`src/sv/stag_pkg.sv`:
```
`default_nettype none

package stag_pkg;

  // Limit on the walk's dimensions and the number of dimensions held.
  localparam int MAX_RANK = 4;
  localparam int DIMS     = 4;
  localparam int LIM_RANK = (MAX_RANK < DIMS) ? MAX_RANK : DIMS;

  localparam int RANK_W   = 3;
  localparam int SIZE_W   = 16;
  localparam int STRIDE_W = 32;
  localparam int BASE_W   = 32;
  localparam int KIND_W   = 2;
  localparam int PROD_W   = SIZE_W + STRIDE_W;
  localparam int SUM_W    = PROD_W + 1;
  localparam int OFF_W    = PROD_W + 3;
  localparam int BOFF_W   = OFF_W + 2;
  localparam int ADDR_W   = 48;
  localparam int BYTES_W  = 40;
  localparam int IDX_W    = 8;
  localparam int DATA_W   = 64;

  localparam int QUEUE_DEPTH = 4;

  // Register indexes of the configuration port.
  localparam logic [IDX_W-1:0] REG_RANK          = IDX_W'(0);
  localparam logic [IDX_W-1:0] REG_BASE_OFFSET   = IDX_W'(1);
  localparam logic [IDX_W-1:0] REG_ELEMENT_KIND  = IDX_W'(2);
  localparam logic [IDX_W-1:0] REG_SIZES_PACKED  = IDX_W'(3);
  localparam logic [IDX_W-1:0] REG_STRIDES_LOW   = IDX_W'(4);
  localparam logic [IDX_W-1:0] REG_STRIDES_HIGH  = IDX_W'(5);
  localparam logic [IDX_W-1:0] REG_STORAGE_LEN   = IDX_W'(6);
  localparam logic [IDX_W-1:0] REG_STORAGE_START = IDX_W'(7);

  localparam logic [KIND_W-1:0] ELEM_FP32 = KIND_W'(0);

  localparam logic [DATA_W-1:0] SIZES_RESET = 64'h0001_0001_0001_0001;

  typedef logic [1:0] status_t;
  localparam status_t STATUS_OK     = 2'd0;
  localparam status_t STATUS_BEYOND = 2'd1;
  localparam status_t STATUS_ZERO   = 2'd2;

  typedef logic [DIMS-1:0][SIZE_W-1:0]   idx_vec_t;
  typedef logic [DIMS-1:0][STRIDE_W-1:0] stride_vec_t;

  typedef struct packed {
    logic [RANK_W-1:0]  act_rank;
    idx_vec_t           size;
    stride_vec_t        stride;
    logic [BASE_W-1:0]  base;
    logic               wide_elem;
    logic [BYTES_W-1:0] storage_len;
    logic [ADDR_W-1:0]  storage_start;
  } cfg_t;

  // One classified element, handed from the front to the back.
  typedef struct packed {
    idx_vec_t idx;
    logic     zero;
    logic     last;
  } tok_t;

  function automatic logic [DIMS-1:0] active_mask(input logic [RANK_W-1:0] r);
    logic [DIMS-1:0] m;
    for (int d = 0; d < DIMS; d++) begin
      m[d] = (RANK_W'(d) < r);
    end
    return m;
  endfunction

endpackage

`default_nettype wire

```
`src/sv/stag_queue.sv`:
```
`default_nettype none

module stag_queue
  import stag_pkg::*;
(
  input  wire logic clk,
  input  wire logic rst,
  input  wire tok_t push_tok,
  input  wire logic push_valid,
  output logic      push_ready,
  output tok_t      pop_tok,
  output logic      pop_valid,
  input  wire logic pop_ready
);

  localparam int PTR_W = (QUEUE_DEPTH > 1) ? $clog2(QUEUE_DEPTH) : 1;
  localparam int CNT_W = $clog2(QUEUE_DEPTH + 1);

  tok_t             slots [QUEUE_DEPTH];
  logic [PTR_W-1:0] wr_ptr;
  logic [PTR_W-1:0] rd_ptr;
  logic [CNT_W-1:0] count;
  logic             push;
  logic             pop;

  assign push_ready = (count != CNT_W'(QUEUE_DEPTH));
  assign pop_valid  = (count != '0);
  assign push       = push_valid && push_ready;
  assign pop        = pop_valid && pop_ready;
  assign pop_tok    = slots[rd_ptr];

  always_ff @(posedge clk) begin
    if (push) begin
      slots[wr_ptr] <= push_tok;
    end
  end

  always_ff @(posedge clk) begin
    if (rst) begin
      wr_ptr <= '0;
      rd_ptr <= '0;
      count  <= '0;
    end else begin
      if (push) begin
        wr_ptr <= (wr_ptr == PTR_W'(QUEUE_DEPTH - 1)) ? '0 : wr_ptr + PTR_W'(1);
      end
      if (pop) begin
        rd_ptr <= (rd_ptr == PTR_W'(QUEUE_DEPTH - 1)) ? '0 : rd_ptr + PTR_W'(1);
      end
      if (push && !pop) begin
        count <= count + CNT_W'(1);
      end else if (pop && !push) begin
        count <= count - CNT_W'(1);
      end
    end
  end

endmodule

`default_nettype wire

```
`config.mk`:
```
export PLATFORM = sky130hd
export DESIGN_NAME = stag_queue
export DESIGN_NICKNAME = d
export VERILOG_FILES = /design/src/sv/stag_pkg.sv /design/src/sv/stag_queue.sv
export SDC_FILE = /design/constraint.sdc
export NUM_CORES = 1
export LEC_CHECK = 0
export BUFFER_PORTS_ARGS = -buffer_cell sky130_fd_sc_hd__buf_2
export CORE_UTILIZATION = 55
export DETAILED_ROUTE_END_ITERATION = 8
export GPL_TIMING_DRIVEN = 0
export PLACE_DENSITY_LB_ADDON = 0.12
export SLEW_MARGIN = 40
export SYNTH_ARGS = -nofsm -noshare
export SYNTH_HDL_FRONTEND = slang
export SYNTH_SLANG_ARGS = --single-unit
```
`constraint.sdc`:
```
create_clock -name clk -period 6.9 [get_ports clk]
set_input_delay 1.38 -clock clk [delete_from_list [all_inputs] [get_ports clk]]
set_output_delay 1.38 -clock clk [all_outputs]
set_load 0.05 [all_outputs]
```
# Yosys cells after proc, flatten, opt, wreduce, memory -nomap -nowiden
# Memory sizes are Yosys's and may differ from the RTL's. A register that Yosys moved wholly into a read port is not among the register bits.
# Cells that the tools add are included.
[classes]
addsub = 4
n_eq_ne = 3
muxes = 8
reduce_logical = 8
[op_table]
columns = ["cell", "n"]
rows = [
  ["two-way mux 2 bit", 4],
  ["two-way mux 3 bit", 2],
  ["adder 2 x 1 -> 2 bit, second input constant", 2],
  ["equality test 2 bit, second input constant", 2],
  ["logical AND 1 bit", 4],
  ["adder 3 x 1 -> 3 bit, second input constant", 1],
  ["inequality test 3 bit, second input constant", 1],
  ["nonzero test 3 bit", 1],
  ["subtractor 3 x 1 -> 3 bit, second input constant", 1],
  ["logical NOT 1 bit", 2],
  ["two-way mux 1 bit", 2],
  ["nonzero test 2 bit", 1],
]
[totals]
regBits = 7
ramBits = 264
input_bits = 70
word_cells = 27
n_memories = 1
[memory_table]
columns = ["memory", "words", "word_bits", "rd", "rd_ports_with_merged_regs", "wr", "line", "rtl"]
rows = [
  ["slots", 4, 66, 1, 1, 1, "stag_queue.sv:19", "tok_t slots [QUEUE_DEPTH];"],
]

# Depth between registers and ports, before layout
[depth]
depth_word = 6
depth_mapped = 9
depth_no_buf = 8

# Least setup slack after synthesis
# OpenSTA, ideal clock, no wires.
[synth_timing]
path_kind = "input to register"
startpoint = "input port pop_ready"
endpoint = "register count[2]"
setup_ns = 0.070
arrival_ns = 2.852
t_required_ns = 6.830
path_slack_ns = 3.977
cell_stages = 7
n_path_buf = 0
path_cell_list = "o31ai_1 > ha_1 > inv_1 > fa_1 > xor2_1 > or3_2 > a21oi_1"
[synth_via]
elab_chain_cells = 4
[synth_rtl]
columns = ["element", "line", "rtl"]
rows = [
  ["from (decl)", "stag_queue.sv:13", "input wire logic pop_ready"],
  ["logical AND 1 bit (*)", "stag_queue.sv:29", "assign pop = pop_valid && pop_ready;"],
  ["logical NOT 1 bit", "stag_queue.sv:50", "if (push && !pop) begin"],
  ["logical AND 1 bit", "stag_queue.sv:50", ""],
  ["two-way mux 3 bit / nonzero test 2 bit (equally long branches)", "n/a", ""],
  ["to (signal assigned)", "stag_queue.sv:51", "count <= count + CNT_W'(1);"],
  ["to (signal assigned)", "stag_queue.sv:53", "count <= count - CNT_W'(1);"],
  ["to (decl)", "stag_queue.sv:22", "logic [CNT_W-1:0] count;"],
]
# Mark *: on every way between the ends. The rest lies on a longest branch, timed or not.
# A chain may end at the register's enable or synchronous reset.

==> results.yml <==
place:
  portBuffers: 136
  dp_cells: 761
  place_hpwl_mm: 10.8
  place_congestion: 0.691
setup_path:
  cp_max_fo: 10
  slowest_delay_ns: 0.38
  required_ns: 5.52
  worstPathCellList: "buf_2, buf_2, mux4_2, buf_2"
  slowest_stage: "dfxtp_1"
  r2r_setup_slack_ns: 4.49
  critPathMostFrequentCell: "buf_2"
  worst_setup_path_start_kind: "flop"
  criticalPathCategory: "flop to output port"
  reg2reg_depth: 7
  end_kind: "output port"
  worstPathArrival_ns: 2.13
floorplanning:
  die_y_um: 137
  pin_count: 138
  num_rows: 48
  initial_core_util: 0.570
  die-area_sq_um: 18700
  fp.dieW_um: 137
  coreArea_sq_um: 17500
cts:
  cts_tree: "yes"
  cts_buffer_depth: 3
  ctsRootBufferMaster: "clkbuf_16"
  post-cts-setup-buffers: 0
  numCtsBuffers: 27
  cts_max_level: 1
  hold_buffers: 0
  cts_resized: 0
  clkTransAtPathRegs_ns: 0.06
  numClockSinks: 273
  clk_latency_ns: 0.51
timing:
  fin_hold_ws_ns: 0.501
  tns_ns: 0
  period_minus_slack_ns: 3.51
  tightest_slew_ns: 0.646
  setup_viol: 0
  maxSlewHeadroom: 0.569
  finalMaxSlewViolations: 0
  max_freq_mhz: 285
  skew_ns: 0.00494
  grt_setup_unrepaired: "false"
  period_share: 0.509
  hold_viol_final: 0
min_path:
  holdPathStages: 2
  min_path_type: "flop to flop"
final_layout:
  fillers: 1139
  area.growth.synth_to_final_pct: 19.6
  fin_cells: 811
  nets: 642
  multiInputGateArea_sq_um: 1790
  seqCellArea_sq_um: 8110
  drive_gt1_frac: 0.455
drt:
  num_vias: 4504
  drt-pass1-iter-count: 4
  wl_per_cell_um: 21.1
  ant_nets: 0
  wl_mm: 17.1
  viasPerCell: 5.55
  drtIter0Drc: 193
  drc: 0
power_and_ir_drop:
  p_per_area_nw_per_um2: 398
  irDropWorstVdd_mv: 0.292
  p_leak_nw: 4.07
yosys:
  synth_nets: 469
  synth-edff-count: 264
  synthArstFlopShare: 0
  syn_avg_cell_area_sq_um: 25.5
  syn-cell-area_sq_um: 10000
  yosysSeqAreaShare: 0.811
  yosys.area.top_type: "edfxtp_1"
  synth.most_common_cell: "edfxtp_1"
  ys_ff_latch: 273
  ys_top_cells_by_count: "264 x edfxtp_1, 66 x mux4_2, 9 x dfxtp_1"
  synthTopCellsByArea: "edfxtp_1 79%, mux4_2 15%, dfxtp_1 1.8%"
  synth_ff_type: "edfxtp_1"
  yosys_warnings: 0
  syn_inst: 392
  ys_types: 26
  yosysTopAreaCellShare: 0.793
global_route:
  grt_overflow: 0
  grt_pass1_wl_mm: 26.3
  grt_use_total: 0.192
  antenna_found_initial: 1
  grt_pass1_vias: 4828
  grt_max_degree: 32
job:
  drv_cap: 0
outcome:
  status: "complete, no violations"
==> layout by cell type (no fill, tap or decap), types with 2 or more instances in the layout <==
cell and n:
clkbuf_16 27, buf_2 143, a21oi_1 2, bufinv_16 2, dfxtp_1 9, mux2i_1 3
and3_4 4, xor2_1 2, nand2b_1 2, ha_1 6, nor2_1 3, or3_2 2
mux4_2 66, buf_12 8, clkbuf_1 8, clkinv_2 5, clkinv_1 9, buf_6 5
inv_1 3, edfxtp_1 264
==> power by group <==
part           switching (W)  total (W)  internal [W]
Clock               0.000558    0.00135      0.000787
Sequential         0.0000466    0.00205       0.00201
Combinational       0.000931    0.00137      0.000434
Total                0.00154    0.00477       0.00323
==> layer usage <==
layer | track usage | up-vias | share of wire
met2 | 0.332 | 125 | 0.51
li1 | - | 2032 | -
met1 | 0.246 | 2321 | 0.41
met5 | 0 | - | 0
met4 | 0.0458 | 0 | 0.014
met3 | 0.0459 | 26 | 0.062
==> metrics by stage <==
step	setup slack [ns]	instance area, sq um	util	power, W
finish	3.39	12000	0.682	0.00477
global route	3.29	12000	0.682	0.00495
CTS	3.34	12000	0.682	0.00482
detailed placement	3.73	11100	0.635	0.00348
global placement	3.47	11000	0.625	0.00342
floorplan	3.98	10000	-	0.00313
==> state kept, by name, indices dropped and copies added, names as in the netlist, named ones only <==
signal	cells
slots	264
count	3
rd_ptr	2
wr_ptr	2
==> final cells by class <==
class,count,area share
Clock buffer,32,0.0581
Sequential cell,273,0.678
Timing Repair Buffer,144,0.0703
Clock inverter,17,0.0106
Multi-Input combinational cell,100,0.149
Inverter,3,0.000942
Antenna cell,1,0.000209
Tap cell,225,0.0235
Buffer,16,0.00921
==> critical path: cells and delay by family, from the launching register on <==
kind / cells / cell delay [ns]
muxes: 1 / 0.38
buffers and inverters: 3 / 0.86
DFF: 1 / 0.38
==> final timing paths <==
| path | startpoint | end |
|---|---|---|
| setup reg to reg | count[0] | count[2] |
| setup / recovery | flop | pop_tok[23] |
| hold / removal | rd_ptr[0] | flop |
| hold reg to reg | rd_ptr[0] | flop |
==> cells by family (layout without fill, tap and decap cells) <==
logic type,Yosys count,in the layout,synth area share
XOR/XNOR,2,2,0.00175
adder cells (fa/ha/maj),7,7,0.00951
buffers and inverters,19,212,0.0121
multiplexers,69,69,0.152
flip-flops,273,273,0.811
AND/OR/NAND/NOR,17,17,0.0106
other,0,1,0
AO/OA/AOI/OAI,5,5,0.00350
Note: power is estimated with default switching activity, not from simulation.
