--- src/sv/stag_pkg.sv ---
`default_nettype none

package stag_pkg;

  // Limit on the walk's dimensions and the number of dimensions held.
  localparam int MAX_RANK = 4;
  localparam int DIMS     = 4;
  localparam int LIM_RANK = (MAX_RANK < DIMS) ? MAX_RANK : DIMS;

  localparam int RANK_W   = 3;
  localparam int SIZE_W   = 16;
  localparam int STRIDE_W = 32;
  localparam int BASE_W   = 32;
  localparam int KIND_W   = 2;
  localparam int PROD_W   = SIZE_W + STRIDE_W;
  localparam int SUM_W    = PROD_W + 1;
  localparam int OFF_W    = PROD_W + 3;
  localparam int BOFF_W   = OFF_W + 2;
  localparam int ADDR_W   = 48;
  localparam int BYTES_W  = 40;
  localparam int IDX_W    = 8;
  localparam int DATA_W   = 64;

  localparam int QUEUE_DEPTH = 4;

  // Register indexes of the configuration port.
  localparam logic [IDX_W-1:0] REG_RANK          = IDX_W'(0);
  localparam logic [IDX_W-1:0] REG_BASE_OFFSET   = IDX_W'(1);
  localparam logic [IDX_W-1:0] REG_ELEMENT_KIND  = IDX_W'(2);
  localparam logic [IDX_W-1:0] REG_SIZES_PACKED  = IDX_W'(3);
  localparam logic [IDX_W-1:0] REG_STRIDES_LOW   = IDX_W'(4);
  localparam logic [IDX_W-1:0] REG_STRIDES_HIGH  = IDX_W'(5);
  localparam logic [IDX_W-1:0] REG_STORAGE_LEN   = IDX_W'(6);
  localparam logic [IDX_W-1:0] REG_STORAGE_START = IDX_W'(7);

  localparam logic [KIND_W-1:0] ELEM_FP32 = KIND_W'(0);

  localparam logic [DATA_W-1:0] SIZES_RESET = 64'h0001_0001_0001_0001;

  typedef logic [1:0] status_t;
  localparam status_t STATUS_OK     = 2'd0;
  localparam status_t STATUS_BEYOND = 2'd1;
  localparam status_t STATUS_ZERO   = 2'd2;

  typedef logic [DIMS-1:0][SIZE_W-1:0]   idx_vec_t;
  typedef logic [DIMS-1:0][STRIDE_W-1:0] stride_vec_t;

  typedef struct packed {
    logic [RANK_W-1:0]  act_rank;
    idx_vec_t           size;
    stride_vec_t        stride;
    logic [BASE_W-1:0]  base;
    logic               wide_elem;
    logic [BYTES_W-1:0] storage_len;
    logic [ADDR_W-1:0]  storage_start;
  } cfg_t;

  // One classified element, handed from the front to the back.
  typedef struct packed {
    idx_vec_t idx;
    logic     zero;
    logic     last;
  } tok_t;

  function automatic logic [DIMS-1:0] active_mask(input logic [RANK_W-1:0] r);
    logic [DIMS-1:0] m;
    for (int d = 0; d < DIMS; d++) begin
      m[d] = (RANK_W'(d) < r);
    end
    return m;
  endfunction

endpackage

`default_nettype wire

--- src/sv/stag_ifs.sv ---
`default_nettype none

interface stag_req_if;
  logic valid;
  logic ready;
  logic restart;

  modport source (output valid, output restart, input ready);
  modport sink (input valid, input restart, output ready);
endinterface


`default_nettype wire

--- src/sv/stag_front.sv ---
`default_nettype none

module stag_front
  import stag_pkg::*;
(
  input  wire logic clk,
  input  wire logic rst,
  stag_req_if.sink  req,
  input  wire cfg_t cfg,
  output tok_t      tok,
  output logic      tok_valid,
  input  wire logic tok_ready
);

  idx_vec_t        idx;
  idx_vec_t        idx_next;
  idx_vec_t        cur;
  logic [DIMS-1:0] act;
  logic [DIMS-1:0] sat;
  logic [DIMS-1:0] empty;
  logic            zero;
  logic            last;
  logic            acc;

  assign req.ready = tok_ready;
  assign acc       = req.valid && tok_ready;
  assign act       = active_mask(cfg.act_rank);

  // A counter at or past its final value counts as saturated.
  always_comb begin
    for (int d = 0; d < DIMS; d++) begin
      cur[d]   = req.restart ? '0 : idx[d];
      sat[d]   = ({1'b0, cur[d]} + (SIZE_W+1)'(1)) >= {1'b0, cfg.size[d]};
      empty[d] = act[d] && (cfg.size[d] == '0);
    end
  end

  assign zero = |empty;
  assign last = &(sat | ~act);

  // Ripple the carry from the innermost active dimension outward.
  always_comb begin
    logic carry;
    carry = 1'b1;
    for (int k = DIMS - 1; k >= 0; k--) begin
      idx_next[k] = cur[k];
      if (act[k] && carry) begin
        idx_next[k] = sat[k] ? '0 : cur[k] + SIZE_W'(1);
        carry       = sat[k];
      end
    end
    if (zero) begin
      idx_next = '0;
    end
  end

  always_ff @(posedge clk) begin
    if (rst) begin
      idx <= '0;
    end else if (acc) begin
      idx <= idx_next;
    end
  end

  assign tok_valid = req.valid;
  assign tok.idx   = cur;
  assign tok.zero  = zero;
  assign tok.last  = last;

endmodule

`default_nettype wire

--- src/flat_wrapper.sv ---
// flat-port wrapper written by rule: the top's interface ports become plain ports
module stag_front_flat import stag_pkg::*;
  (clk, rst, cfg, tok, tok_valid, tok_ready, req_valid, req_restart, req_ready);
  stag_req_if req_i ();
  input  wire logic clk;
  input  wire logic rst;
  input  wire cfg_t cfg;
  output tok_t tok;
  output logic tok_valid;
  input  wire logic tok_ready;
  input wire logic [$bits(req_i.valid)-1:0] req_valid;
  input wire logic [$bits(req_i.restart)-1:0] req_restart;
  output wire logic [$bits(req_i.ready)-1:0] req_ready;
  assign req_i.valid = req_valid;
  assign req_i.restart = req_restart;
  assign req_ready = req_i.ready;
  stag_front u_core (.clk(clk), .rst(rst), .req(req_i), .cfg(cfg), .tok(tok), .tok_valid(tok_valid), .tok_ready(tok_ready));
endmodule
--- config.mk ---
export PLATFORM = sky130hd
export DESIGN_NAME = stag_front_flat
export DESIGN_NICKNAME = d
export VERILOG_FILES = /design/src/sv/stag_pkg.sv /design/src/sv/stag_ifs.sv /design/src/sv/stag_front.sv /design/src/flat_wrapper.sv
export SDC_FILE = /design/constraint.sdc
export NUM_CORES = 1
export LEC_CHECK = 0
export BUFFER_PORTS_ARGS = -buffer_cell sky130_fd_sc_hd__buf_4
export CORE_AREA = 2 2 149 151
export DETAILED_ROUTE_END_ITERATION = 12
export DIE_AREA = 0 0 151 153
export GPL_TIMING_DRIVEN = 0
export PLACE_DENSITY_LB_ADDON = 0.25
export SLEW_MARGIN = 30
export SYNTH_ARGS = -nofsm -noshare
export SYNTH_HDL_FRONTEND = slang
export SYNTH_SLANG_ARGS = --single-unit
--- constraint.sdc ---
create_clock -name clk -period 6.35 [get_ports clk]
set_input_delay 0.9525 -clock clk [delete_from_list [all_inputs] [get_ports clk]]
set_output_delay 0.9525 -clock clk [all_outputs]
set_load 0.02 [all_outputs]
=== Word level (Yosys, flattened, before mapping) ===
Cells that the tools add are included.

* Mux-type cells: 16
* Add/subtract/negate cells: 8
* $lt $le $gt $ge: 8
* Bitwise operators: 2
* Reductions and logical operators: 14

{| class="wikitable"
|+ Operator list
! kind !! count
|-
| $mux W16 || 12
|-
| $add A16 B1 Y17 const B || 4
|-
| $ge A17 B16 Y1 || 4
|-
| $add A16 B1 Y16 const B || 4
|-
| $logic_not A16 Y1 || 4
|-
| $mux W64 || 1
|-
| $logic_and A1 B1 Y1 || 8
|-
| $lt A1 B3 Y1 const A || 2
|-
| $lt A2 B3 Y1 const A || 2
|-
| $not A4 Y4 || 1
|-
| $or A4 B4 Y4 || 1
|-
| $reduce_and A4 Y1 || 1
|-
| $reduce_or A4 Y1 || 1
|-
| $mux W1 || 3
|}

* Input bits: 321
* Bits in registers: 64
* Word-level logic and storage cells: 52

=== Depth between registers and ports, before layout ===
* Depth in word-level cells: 11
* Mapped depth: 23
* Mapped depth without buffers: 17

=== Least setup slack after synthesis ===
Ideal clock, no wire load.

* Path type: input-to-output
* Start: in req_restart
* End: out tok[0] (netlist bit)
* Cell stages on the path: 21
* Required time: 5398 ps
* Data arrival time: 5219 ps
* Slack: 179 ps
* Cell sequence: buf_2 -> buf_4 -> buf_2 -> buf_2 -> buf_1 -> clkbuf_1 -> nor2b_1 -> ha_1 -> and4b_1 -> and2_0 -> nand3_1 -> xnor2_1 -> ha_1 -> and4_1 -> o211ai_1 -> o211a_1 -> o211ai_1 -> nand2_1 -> a21oi_1 -> o221a_2 -> buf_4

{| class="wikitable"
|+ RTL lines
! what !! RTL line !! RTL
|-
| start: declaration || flat_wrapper.sv:12 || <nowiki>input wire logic [$bits(req_i.restart)-1:0] req_restart;</nowiki>
|-
| end: declaration || flat_wrapper.sv:8 || <nowiki>output tok_t tok;</nowiki>
|}

=== Worst setup path after layout ===
* Start: in req_restart
* End: out tok[0] (netlist bit)

* Cells in the longest elaborated chain, start to end: 5
* Elaborated cells on any way between the ends: 14
* Those cells by class: 4 x add/sub; 4 x order compare; 4 x mux; 1 x bitwise; 1 x reduce/logical

{| class="wikitable"
|+ Ends and longest elaborated chain
! what !! RTL line !! RTL
|-
| $mux W16 || stag_front.sv:32 || <nowiki>cur[d] = req.restart ? '0 : idx[d];</nowiki>
|-
| $add A16 B1 Y17 || stag_front.sv:33 || <nowiki>sat[d] = ({1'b0, cur[d]} + (SIZE_W+1)'(1)) >= {1'b0, cfg.size[d]};</nowiki>
|-
| $ge A17 B16 Y1 || stag_front.sv:33 ||
|-
| $or A4 B4 Y4 * || stag_front.sv:39 || <nowiki>assign last = &(sat | ~act);</nowiki>
|-
| $reduce_and A4 Y1 * || stag_front.sv:39 ||
|}

Mark *: on every way between the ends. The rest lies on a longest branch, timed or not.

==> run metrics <==
status completed; initial antenna violation count 0; setup violators final 0; core area 21490 um^2; root buffer cell clkbuf_16; Yosys reg bits 64; register area share after synthesis 19.06%; Placed Area 8109 um^2; Clock Path Buffers 2; design area 8605 um^2; fmax 0.1639 GHz; Clock Sink Count 64; post-synthesis mux area share 0.7631%; hold slack 0.4446 ns; Vias 7091; Area contributors post-synth dfxtp_1 (19%), ha_1 (13%), nor2b_1 (5.8%); GR Util All Layers 22.04%; H-tree depth 3; Syn Inst Count 904; TritonCTS Buffers 9; syn nets 1293; crit start category input pin; nets 1445; Arrival @ worst endpoint 5.15 ns; max_slew headroom 34.42%; first-pass GRT wire length 39080 um; worst endpoint required time 5.40 ns; synth unique cells 74; leading area contributor after synthesis dfxtp_1; Worst Setup Path Type input pin to primary output; initial DRC count 560; Crit Path Max Fanout 28; Ant. Diodes 0; XOR/XNOR Fraction of Synth Area 6.905%; DRT Pass-1 Iters 5; pwr dens 130.1 nW/um^2; DP HPWL 20600 um; post-synthesis simple-gate area fraction 30.47%; synth cell count leaders nand2_1 (84), inv_1 (80), ha_1 (68); CTS tree yes; area delta synth->final 27.99%; Starting Density 31.29%; measured slew at the worst slew-check pin 0.9735 ns; synthesized area 6723 um^2; RD Place Congestion 0.8798; Horiz. Die Dim 151 um; Synth top area share 19.06%; DR DRC count 0; adder-cell area share of the yosys netlist 12.66%; Reg clk slew, reported paths 0.06 ns; main combinational cell family by area after synthesis simple AND/OR/NAND/NOR gates; syn avg cell area 7.437 um^2; Chip Height 153 um; standard-cell rows 54; worst-case clock skew 0.007155 ns; Final Critical Period 6.099 ns; ys flop type dfxtp_1; maxcap violations 0; most frequent cell after synthesis nand2_1; largest registers u_core.idx (64); leakage dissipation 4.076 nW; Port Buf Inserts 138; Die Area 23100 um^2; largest net degree at the start of global routing 20; via/cell ratio 5.288; CTS Hold Buffers Added 0; Most flops, register u_core.idx; Synthesis Warnings 0; class of the worst hold path flip-flop to flip-flop; RSZ-0062 raised after global routing false; routed len/inst 19.11 um; Post-Route WL 25630 um; Worst Setup End Kind primary output; EDFF count, synth 0; vias in the first global route 6807; Tcrit/Tclk final 96.05%; count of final hold-check violations 0; final slew viol count 0; post-route ant nets 0; clk_lat worst skew 0.34 ns; total gr overflow 0; VDD IR max 121.1 uV; Largest register FFs 64; Compound-Gate Fraction of Synth Area 22.61%; Async SR Flop Fraction 0%; share of layout cells above drive strength 1 21.11%; top-level I/O count 389
critical path, cell delays in order:
cell and delay (ns):
buf_4 0.20, buf_6 0.23, buf_4 0.23, buf_4 0.22
nor2b_4 0.21, ha_4 0.19, nand4_1 0.15, buf_4 0.19
nor4_4 0.20, and2_1 0.22, xor2_1 0.08, ha_1 0.31
nand3_1 0.15, nor4_2 0.31, o41ai_2 0.17, nand4_1 0.24
buf_6 0.20, buf_4 0.20, o221a_2 0.20, buf_4 0.11
buf_4 0.13
area by class of cell:
type | instances | area (um^2)
Fill cell | 2331 | 12880
Multi-Input combinational cell | 716 | 5054
Sequential cell | 64 | 1281
Timing Repair Buffer | 144 | 1081
Tap cell | 280 | 350.3
Inverter | 80 | 300.3
Clock buffer | 10 | 239.0
Buffer | 41 | 216.5
Clock inverter | 6 | 82.58
where the power goes:
group | switching, mW | internal (mW)
combinational | 0.103 | 0.0640
sequential | 0.00116 | 0.403
clock | 0.196 | 0.352
path summary, 6_finish.rpt:
path	startpoint	slack, ns	end	cells after the start
setup / recovery	req_restart	0.25	tok[0]	21
hold / removal	u_core.idx[39]	0.44	u_core.idx[39]	2
setup reg to reg	u_core.idx[54]	1.84	u_core.idx[37]	15
hold reg to reg	u_core.idx[39]	0.44	u_core.idx[39]	2
through the flow:
stage	setup slack (ns)	power, mW	util (%)	TNS (ns)	cells
after CTS	0.01920	1.120	39.79	0	1340
after global routing	0.07301	1.155	40.05	0	1341
after detailed placement	-1.859	0.5767	37.74	-67.55	1322
after floorplan	0.1789	0.4915	-	0	904
after global placement	-1.888	0.5759	37.74	-67.08	1322
final	0.2505	1.119	40.05	0	1341
cell usage in the layout, fill, tap and decap left out, drive strengths merged, types with 4 or more instances in the layout:
cell	instances
nand3	22
and3b	5
or4	4
nor3b	11
a21boi	6
o211ai	15
xor2	26
nand3b	4
xnor2	27
and4	8
o31ai	4
buf	165
o21ai	62
clkbuf	30
nor3	20
ha	68
inv	80
a21oi	48
nand2	85
a211oi	4
nand4	24
a21o	9
and2	11
nand4b	4
a22oi	19
nor2b	62
dfxtp	64
mux2i	4
a32o	12
and3	19
nor4	16
a22o	5
nand2b	13
nor2	55
kinds of logic after synthesis:
| kind of cell | Yosys count |
|---|---|
| and+or+nand+nor | 370 |
| AOI/OAI and AO/OA | 220 |
| buffers and inverters | 124 |
| adders and majority gates | 68 |
| DFF | 64 |
| xor gates and xnor gates | 53 |
| muxes | 5 |
routing by layer:
layer | track usage (%) | wire (um)
met1 | 30.88 | 12230
met2 | 32.06 | 10560
met3 | 7.821 | 2429
met4 | 5.563 | 414
met5 | 0 | 0
what timing repair did:
| action | CTS | global route |
|---|---|---|
| pin swaps | 6 | 3 |
| setup endpoints to repair | 65 | 1 |
| resized for setup | 28 | 14 |
| setup buffers | 4 | 2 |
Note: power is estimated with default switching activity, not from simulation.
